[config.mk]
export PLATFORM = sky130hd
export DESIGN_NAME = bhd_front_flat
export DESIGN_NICKNAME = d
export VERILOG_FILES = /design/src/hdl/bhd_pkg.sv /design/src/hdl/bhd_if.sv /design/src/hdl/bhd_front.sv /design/src/flat_wrapper.sv
export SDC_FILE = /design/constraint.sdc
export NUM_CORES = 1
export LEC_CHECK = 0
export BUFFER_PORTS_ARGS = -buffer_cell sky130_fd_sc_hd__buf_2
export CORE_MARGIN = 10
export CORE_UTILIZATION = 60
export CTS_CLUSTER_DIAMETER = 50
export DETAILED_ROUTE_END_ITERATION = 6
export HOLD_SLACK_MARGIN = 0.05
export PLACE_DENSITY = 0.81
export SETUP_SLACK_MARGIN = 0.5
export SLEW_MARGIN = 20
export SYNTH_ARGS = -nofsm -noshare
export SYNTH_HDL_FRONTEND = slang
export SYNTH_SLANG_ARGS = --single-unit
[constraint.sdc]
create_clock -name clock -period 7.7 [get_ports clock]
set_input_delay 0.77 -clock clock [delete_from_list [all_inputs] [get_ports clock]]
set_output_delay 0.77 -clock clock [all_outputs]
set_load 0.01 [all_outputs]
[src/hdl/bhd_pkg.sv]
// Package for the binomial half downscaler: sizes, widths, register
// indexes and the structs passed between the front and vertical stages.
// No dependencies.
package bhd_pkg;

   localparam int MAX_WIDTH      = 4096;
   localparam int MAX_HEIGHT     = 4096;
   localparam int MAX_COMPONENTS = 4;

   // one line slot per reduced column and component
   localparam int LINE_SLOTS = (MAX_WIDTH / 2) * MAX_COMPONENTS;

   localparam int CFG_W   = 13;                        // size register width
   localparam int NC_W    = 3;                         // components register width
   localparam int COL_W   = $clog2(MAX_WIDTH);         // column position
   localparam int ROW_W   = $clog2(MAX_HEIGHT);        // row position
   localparam int COMP_W  = $clog2(MAX_COMPONENTS + 1) - 1 > 0 ?
                            $clog2(MAX_COMPONENTS) : 1;
   localparam int KCOL_W  = COL_W - 1;                 // reduced column index
   localparam int ADDR_W  = $clog2(LINE_SLOTS);        // line memory address
   localparam int SAMP_W  = 8;
   localparam int QTR_W   = 10;                        // horizontal result, quarters
   localparam int ACC_W   = 12;                        // vertical partial, sixteenths
   localparam int CSR_IDX_W = 2;

   typedef enum logic [CSR_IDX_W-1:0] {
      CSR_SOURCE_WIDTH  = 2'd0,
      CSR_SOURCE_HEIGHT = 2'd1,
      CSR_COMPONENTS    = 2'd2
   } csr_index_type;

   // frame geometry after clamping into the legal ranges
   typedef struct packed {
      logic [CFG_W-1:0] width;
      logic [CFG_W-1:0] height;
      logic [NC_W-1:0]  nc;
   } geom_type;

   // one horizontal result and its vertical controls
   typedef struct packed {
      logic [QTR_W-1:0]  hval;
      logic [ADDR_W-1:0] addr;
      logic              use_double;  // v = 2 * (prev + hval)
      logic              acc_we;      // write prev + 2 * hval to the accumulator
      logic              emit;        // produces an output sample
      logic              frame_last;
   } h_item_type;

endpackage

[src/hdl/bhd_if.sv]
// Stream interfaces for the request (input sample) and response (reduced
// sample) channels. Depends on bhd_pkg.
interface bhd_req_if;
   logic                       valid;
   logic                       ready;
   logic [bhd_pkg::SAMP_W-1:0] sample_in;

   modport source (output valid, output sample_in, input ready);
   modport sink   (input valid, input sample_in, output ready);
endinterface


[src/hdl/bhd_front.sv]
// Front stage: raster position counters, held samples per component and
// the horizontal 1-2-1 pass. Depends on bhd_pkg and bhd_req_if.
module bhd_front (
   input  logic                 clock,
   input  logic                 reset,
   input  bhd_pkg::geom_type    geom,
   input  logic                 restart,
   bhd_req_if.sink              req,
   output logic                 item_valid,
   input  logic                 item_ready,
   output bhd_pkg::h_item_type  item
);

   logic [bhd_pkg::COL_W-1:0]  col_ff, col_in;
   logic [bhd_pkg::ROW_W-1:0]  row_ff, row_in;
   logic [bhd_pkg::COMP_W-1:0] comp_ff, comp_in;

   // [7:0] newest sample, [15:8] the one before
   logic [2*bhd_pkg::SAMP_W-1:0] held_ff [bhd_pkg::MAX_COMPONENTS];

   logic                        s1_valid_ff;
   logic [bhd_pkg::SAMP_W-1:0]  s1_sample_ff, s1_p1_ff, s1_p2_ff;
   logic [bhd_pkg::COL_W-1:0]   s1_col_ff;
   logic [bhd_pkg::ROW_W-1:0]   s1_row_ff;
   logic [bhd_pkg::COMP_W-1:0]  s1_comp_ff;

   logic accept, s1_free, have_h;
   logic w_odd, h_odd, row_odd, j_zero, j_last, row_last, col_last;
   logic [bhd_pkg::CFG_W-2:0]  dw_m1, dh_m1;
   logic [bhd_pkg::KCOL_W-1:0] kcol;
   logic [bhd_pkg::ROW_W-2:0]  jrow;
   logic [bhd_pkg::QTR_W-1:0]  pair, dbl, blend;
   logic [bhd_pkg::ADDR_W-1:0] prod;

   assign accept    = req.valid && req.ready;
   assign s1_free   = !s1_valid_ff || !have_h || item_ready;
   assign req.ready = s1_free;

   // position of the next sample
   always_comb begin
      col_in  = col_ff;
      row_in  = row_ff;
      comp_in = comp_ff;
      if (restart) begin
         col_in  = '0;
         row_in  = '0;
         comp_in = '0;
      end else if (accept) begin
         if (bhd_pkg::NC_W'(comp_ff) + 1'b1 < geom.nc) begin
            comp_in = comp_ff + 1'b1;
         end else begin
            comp_in = '0;
            if (bhd_pkg::CFG_W'(col_ff) + 1'b1 < geom.width) begin
               col_in = col_ff + 1'b1;
            end else begin
               col_in = '0;
               if (bhd_pkg::CFG_W'(row_ff) + 1'b1 < geom.height) begin
                  row_in = row_ff + 1'b1;
               end else begin
                  row_in = '0;
               end
            end
         end
      end
   end

   always_ff @(posedge clock) begin
      if (reset) begin
         col_ff      <= '0;
         row_ff      <= '0;
         comp_ff     <= '0;
         s1_valid_ff <= 1'b0;
      end else begin
         col_ff  <= col_in;
         row_ff  <= row_in;
         comp_ff <= comp_in;
         if (accept) begin
            s1_valid_ff <= 1'b1;
         end else if (s1_free) begin
            s1_valid_ff <= 1'b0;
         end
      end
   end

   always_ff @(posedge clock) begin
      if (accept) begin
         held_ff[comp_ff] <= {held_ff[comp_ff][bhd_pkg::SAMP_W-1:0], req.sample_in};
         s1_sample_ff     <= req.sample_in;
         s1_p1_ff         <= held_ff[comp_ff][bhd_pkg::SAMP_W-1:0];
         s1_p2_ff         <= held_ff[comp_ff][2*bhd_pkg::SAMP_W-1:bhd_pkg::SAMP_W];
         s1_col_ff        <= col_ff;
         s1_row_ff        <= row_ff;
         s1_comp_ff       <= comp_ff;
      end
   end

   // horizontal pass, in quarters
   always_comb begin
      w_odd = geom.width[0];
      h_odd = geom.height[0];
      dw_m1 = geom.width[bhd_pkg::CFG_W-1:1] - 1'b1;
      dh_m1 = geom.height[bhd_pkg::CFG_W-1:1] - 1'b1;

      pair  = bhd_pkg::QTR_W'(s1_p1_ff) + bhd_pkg::QTR_W'(s1_sample_ff);
      dbl   = {pair[bhd_pkg::QTR_W-2:0], 1'b0};
      blend = bhd_pkg::QTR_W'(s1_p2_ff) + bhd_pkg::QTR_W'({s1_p1_ff, 1'b0})
              + bhd_pkg::QTR_W'(s1_sample_ff);

      col_last = bhd_pkg::CFG_W'(s1_col_ff) == geom.width - 1'b1;
      row_last = bhd_pkg::CFG_W'(s1_row_ff) == geom.height - 1'b1;

      have_h    = 1'b0;
      kcol      = s1_col_ff[bhd_pkg::COL_W-1:1];
      item.hval = blend;
      if (s1_col_ff[0]) begin
         have_h = !(w_odd && bhd_pkg::CFG_W'(kcol) == bhd_pkg::CFG_W'(dw_m1));
         if (kcol == '0) begin
            item.hval = dbl;
         end
      end else if (w_odd && col_last) begin
         // odd width: last output is the mean of the last two samples
         have_h    = 1'b1;
         kcol      = dw_m1[bhd_pkg::KCOL_W-1:0];
         item.hval = dbl;
      end

      prod      = bhd_pkg::ADDR_W'(kcol) * bhd_pkg::ADDR_W'(geom.nc)
                  + bhd_pkg::ADDR_W'(s1_comp_ff);
      item.addr = prod;

      // vertical controls
      row_odd = s1_row_ff[0];
      jrow    = s1_row_ff[bhd_pkg::ROW_W-1:1];
      j_zero  = jrow == '0;
      j_last  = h_odd && bhd_pkg::CFG_W'(jrow) == bhd_pkg::CFG_W'(dh_m1);

      item.use_double = !row_odd || j_zero;
      item.acc_we     = !row_odd && !j_zero;
      item.emit       = row_odd ? !j_last : (h_odd && row_last);
      item.frame_last = row_last && col_last
                        && bhd_pkg::NC_W'(s1_comp_ff) == geom.nc - 1'b1;
   end

   assign item_valid = s1_valid_ff && have_h;

`ifndef NO_ASSERTIONS
   a_col_in_frame: assert property (@(posedge clock) disable iff (reset)
      bhd_pkg::CFG_W'(col_ff) < geom.width)
      else $error("column position beyond frame width");

   a_comp_in_pixel: assert property (@(posedge clock) disable iff (reset)
      bhd_pkg::NC_W'(comp_ff) < geom.nc)
      else $error("component position beyond component count");

   a_last_is_emitted: assert property (@(posedge clock) disable iff (reset)
      s1_valid_ff && item.frame_last |-> have_h && item.emit)
      else $error("final sample of frame would not produce a result");
`endif

endmodule

[src/flat_wrapper.sv]
// flat-port wrapper written by rule: the top's interface ports become plain ports
module bhd_front_flat 
  (clock, reset, geom, restart, item_valid, item_ready, item, req_valid, req_sample_in, req_ready);
  bhd_req_if req_i ();
  input  logic clock;
  input  logic reset;
  input  bhd_pkg::geom_type geom;
  input  logic restart;
  output logic item_valid;
  input  logic item_ready;
  output bhd_pkg::h_item_type item;
  input wire logic [$bits(req_i.valid)-1:0] req_valid;
  input wire logic [$bits(req_i.sample_in)-1:0] req_sample_in;
  output wire logic [$bits(req_i.ready)-1:0] req_ready;
  assign req_i.valid = req_valid;
  assign req_i.sample_in = req_sample_in;
  assign req_ready = req_i.ready;
  bhd_front u_core (.clock(clock), .reset(reset), .geom(geom), .restart(restart), .req(req_i), .item_valid(item_valid), .item_ready(item_ready), .item(item));
endmodule
==> tab_implementation.tex <==
\begin{tabular}{lr}
\hline
Metric & Value \\
\hline
\multicolumn{2}{l}{\textbf{Critical path}} \\
Largest fanout on the critical path & 6 \\
Destination of the critical timing path & item[16] \\
RR Startpoint & u\_core.col\_ff[2] \\
Critical path capture point type & primary output \\
CP startpoint kind & input port \\
CP Cell Sequence & buf\_2 > inv\_1 > ha\_1 > or3b\_2 > o31a\_1 > nor3\_1 > nand4\_2 > buf\_4 > o21ai\_0 > o21ai\_2 > and2\_1 > fa\_1 > ha\_1 > ha\_1 > a21oi\_1 > o21ai\_0 > o211ai\_1 > o21ai\_0 > o21ai\_0 > nand2b\_1 > a21oi\_1 > xnor3\_1 > buf\_2 \\
Cell repeated most along the worst path & sky130\_fd\_sc\_hd\_\_o21ai\_0 \\
Data arrival time of the worst path & 6.09 ns \\
Depth of the most critical reg-to-reg path & 16 \\
Slack of the worst reg-to-reg path & 3.70 ns \\
Slowest Stage Delay on Critical Path & 0.54 ns \\
Crit-path slowest cell & sky130\_fd\_sc\_hd\_\_or3b\_2 \\
Startpoint-to-endpoint class of the critical path & in2out \\
Critical path launch point & geom[17] \\
Crit path max-delay family & compound AO/OA/AOI/OAI gates \\
CP Buf/Inv Count & 4 \\
Critical path required time & 6.93 ns \\
Number of logic stages on the critical path including buffering & 23 \\
Critical R2R Capture & u\_core.row\_ff[10] \\
\multicolumn{2}{l}{\textbf{STA}} \\
Hold Vio Cnt, Final & 0 \\
Transition time at the pin with the least slew margin & 0.9885 ns \\
Endpoints failing setup & 0 \\
Period utilization & 0.8910 \\
Remaining max-slew budget at the tightest pin & 0.3410 \\
Min cycle time layout & 6.861 ns \\
Timing-limited maximum frequency & 0.1458 GHz \\
Max-slew violation count & 0 \\
Summed negative setup slack over all endpoints & 0 ns \\
Unrepaired setup endpoints after global routing & no \\
Worst Clk Skew & 0.01235 ns \\
Fin Hold WS & 0.4894 ns \\
\multicolumn{2}{l}{\textbf{Synthesis}} \\
Library cell with the largest summed area after synthesis & sky130\_fd\_sc\_hd\_\_edfxtp\_1 \\
Syn. warnings & 0 \\
Fraction of the yosys area taken by sequential cells & 0.4138 \\
Most common cell in the netlist & sky130\_fd\_sc\_hd\_\_edfxtp\_1 \\
Number of synthesized flops with an enable pin & 114 \\
Number of instances in the synthesized netlist & 919 \\
Async set-reset flop share out of synthesis & 0 \\
Net Count, Synth & 1060 \\
Mean Syn Cell Area & 10.53 µm² \\
Library cells used by synthesis & 73 \\
Main flop type after synthesis & sky130\_fd\_sc\_hd\_\_edfxtp\_1 \\
Main area contributors after synthesis & sky130\_fd\_sc\_hd\_\_edfxtp\_1 (35\%), sky130\_fd\_sc\_hd\_\_ha\_1 (10\%), sky130\_fd\_sc\_hd\_\_dfxtp\_1 (6.0\%) \\
Synth top cells by count & sky130\_fd\_sc\_hd\_\_edfxtp\_1 (114), sky130\_fd\_sc\_hd\_\_ha\_1 (80), sky130\_fd\_sc\_hd\_\_nor2\_1 (63), sky130\_fd\_sc\_hd\_\_inv\_1 (62), sky130\_fd\_sc\_hd\_\_nand2\_1 (55) \\
Netlist Area Pre-Place & 9677 µm² \\
Fraction of synthesized cell area taken by the top area cell type & 0.3538 \\
Flops \& latches, synth & 143 \\
\multicolumn{2}{l}{\textbf{Layout}} \\
Share of the core filled with cells & 0.6873 \\
Number of cells in the finished layout apart from fillers & 1215 \\
Filler cell count in the final layout & 1179 \\
Layout-stage area growth over the synthesis result & 12.41\% \\
Fraction of final layout cells sized beyond drive strength 1 & 0.1451 \\
Layout Nets & 1127 \\
Final instance area & 10880 µm² \\
Total inserted antenna cells & 0 \\
\multicolumn{2}{l}{\textbf{Floorplanning}} \\
\# rows & 46 \\
Die area & 21610 µm² \\
Total core area & 15830 µm² \\
Initial cell density of the core & 0.6114 \\
IO Pins & 71 \\
Die extent in y & 147.0 µm \\
X dimension of the die & 147.0 µm \\
\multicolumn{2}{l}{\textbf{Drt}} \\
Final Routed Wirelength & 22.35 mm \\
Detailed-routing iteration count for the pre-antenna-repair pass & 4 \\
Number of DRC violations after detailed-routing iteration 0 & 586 \\
DRC violation count after routing & 0 \\
Avg WL per Cell & 18.39 µm \\
Antenna Nets Post-Route & 0 \\
Total via count after detailed routing & 7276 \\
Routed vias/inst & 5.988 \\
\multicolumn{2}{l}{\textbf{Clocking}} \\
Clk buf depth & 2 \\
CTS Buf Count & 17 \\
Worst-Skew Late Latency & 0.43 ns \\
Root Buffer & sky130\_fd\_sc\_hd\_\_clkbuf\_16 \\
Clock tree from TritonCTS & yes \\
H-tree level count & 4 \\
Clock-pin slew on the worst setup and hold paths & 0.07 ns \\
Clk sinks & 143 \\
\multicolumn{2}{l}{\textbf{Job}} \\
MaxCap Viol Count & 0 \\
\multicolumn{2}{l}{\textbf{Placed design}} \\
Number of placed instances, taps included & 1180 \\
Placer's final routability congestion estimate & 1.001 \\
IO Port Bufs & 70 \\
Post-Place Cell Area & 10200 µm² \\
Dpl hpwl & 16.26 mm \\
\multicolumn{2}{l}{\textbf{Power and ir drop}} \\
Power per standard cell area & 197.1 nW/µm² \\
Static leakage & 4.406 nW \\
IR drop worst, VDD & 207.7 µV \\
\multicolumn{2}{l}{\textbf{Hold path}} \\
Cells on Worst Hold Path & 0 \\
Worst hold-check path type & reg2reg \\
\multicolumn{2}{l}{\textbf{Global route}} \\
Overall track demand over capacity in global routing & 0.2062 \\
Via count of the first global-routing pass & 7094 \\
Pin count of the biggest net entering global routing & 35 \\
Overall overflow remaining after global route & 0 \\
Initial antenna violation count & 0 \\
First-pass GRT wire length & 36.31 mm \\
\multicolumn{2}{l}{\textbf{Run status}} \\
Run status & finished, final reports clean \\
\hline
\end{tabular}
[sequential cells by signal, summed over array words and instances, names as in the netlist, 8 cells and up, named ones only]
signal               flops
u_core.s1_p1_ff          8
u_core.row_ff           12
u_core.s1_sample_ff      8
u_core.s1_col_ff        12
u_core.held_ff          64
u_core.s1_p2_ff          8
u_core.col_ff           12
u_core.s1_row_ff        12
[power by group]
group          internal [mW]  switching, mW  total (mW)
clock                  0.502          0.372       0.875
combinational          0.159          0.225       0.384
sequential             0.865         0.0200       0.885
total                   1.53          0.618        2.14
[how the worst min path moves through the flow]
stage	startpoint	to	slack [ns]
floorplan	u_core.row_ff[1]	u_core.s1_row_ff[1]	0.46
CTS	u_core.col_ff[5]	u_core.s1_col_ff[5]	0.49
global placement	u_core.col_ff[5]	u_core.s1_col_ff[5]	0.47
finish	u_core.col_ff[5]	u_core.s1_col_ff[5]	0.49
detailed placement	u_core.col_ff[5]	u_core.s1_col_ff[5]	0.48
global route	u_core.col_ff[5]	u_core.s1_col_ff[5]	0.52
[stage by stage]
step / setup WS, ns / power, mW
after floorplan: 1.230 / 1.156
after global placement: 0.7528 / 1.272
after detailed placement: 0.5466 / 1.280
after CTS: 0.5354 / 2.151
after global routing: 0.4996 / 2.230
final: 0.8391 / 2.145
[cell usage in the layout, fill, tap and decap left out, types with 17 or more instances in the layout]
master                      count
sky130_fd_sc_hd__xor2_1        31
sky130_fd_sc_hd__inv_1         62
sky130_fd_sc_hd__o21ai_0       46
sky130_fd_sc_hd__and3_1        19
sky130_fd_sc_hd__nand3_1       50
sky130_fd_sc_hd__xnor2_1       51
sky130_fd_sc_hd__dfxtp_1       29
sky130_fd_sc_hd__buf_2         70
sky130_fd_sc_hd__nor2_1        62
sky130_fd_sc_hd__nor3_1        22
sky130_fd_sc_hd__clkbuf_16     17
sky130_fd_sc_hd__fa_1          19
sky130_fd_sc_hd__edfxtp_1     114
sky130_fd_sc_hd__nand2b_1      23
sky130_fd_sc_hd__nand2_1       55
sky130_fd_sc_hd__ha_1          80
sky130_fd_sc_hd__a21oi_1       42
[layout make-up]
cell class              count  area, µm²  area share
repair buffers             76      395.4     0.03635
flip-flops and latches    143       4004      0.3681
well taps                 216      270.3     0.02484
clock buffers              17      425.4     0.03911
clock inverters            15      222.7     0.02047
inverters                  62      232.7     0.02139
multi-input cells         686       5328      0.4898
[logic make-up after synthesis]
kind of cell               Yosys count  synth area share
AOI/OAI and AO/OA                  172            0.1181
xor gates and xnor gates            83           0.07655
adders and majority gates           99            0.1427
buffers and inverters               90           0.03737
DFF                                143            0.4138
muxes                               26           0.04784
and+or+nand+nor                    306            0.1637
[layer usage]
| layer | track usage | part of all wire |
|---|---|---|
| met2 | 0.3394 | 0.47 |
| met4 | 0.06392 | 0.020 |
| met5 | 0 | 0 |
| met1 | 0.2669 | 0.45 |
| met3 | 0.04423 | 0.059 |
[repair_timing]
action                     in CTS  in global routing
setup endpoints to repair       0                  3
hold buffers                    0                  0
setup buffers                   0                  3
gates resized for setup         0                  4
Power figures use the tool's default switching activity.
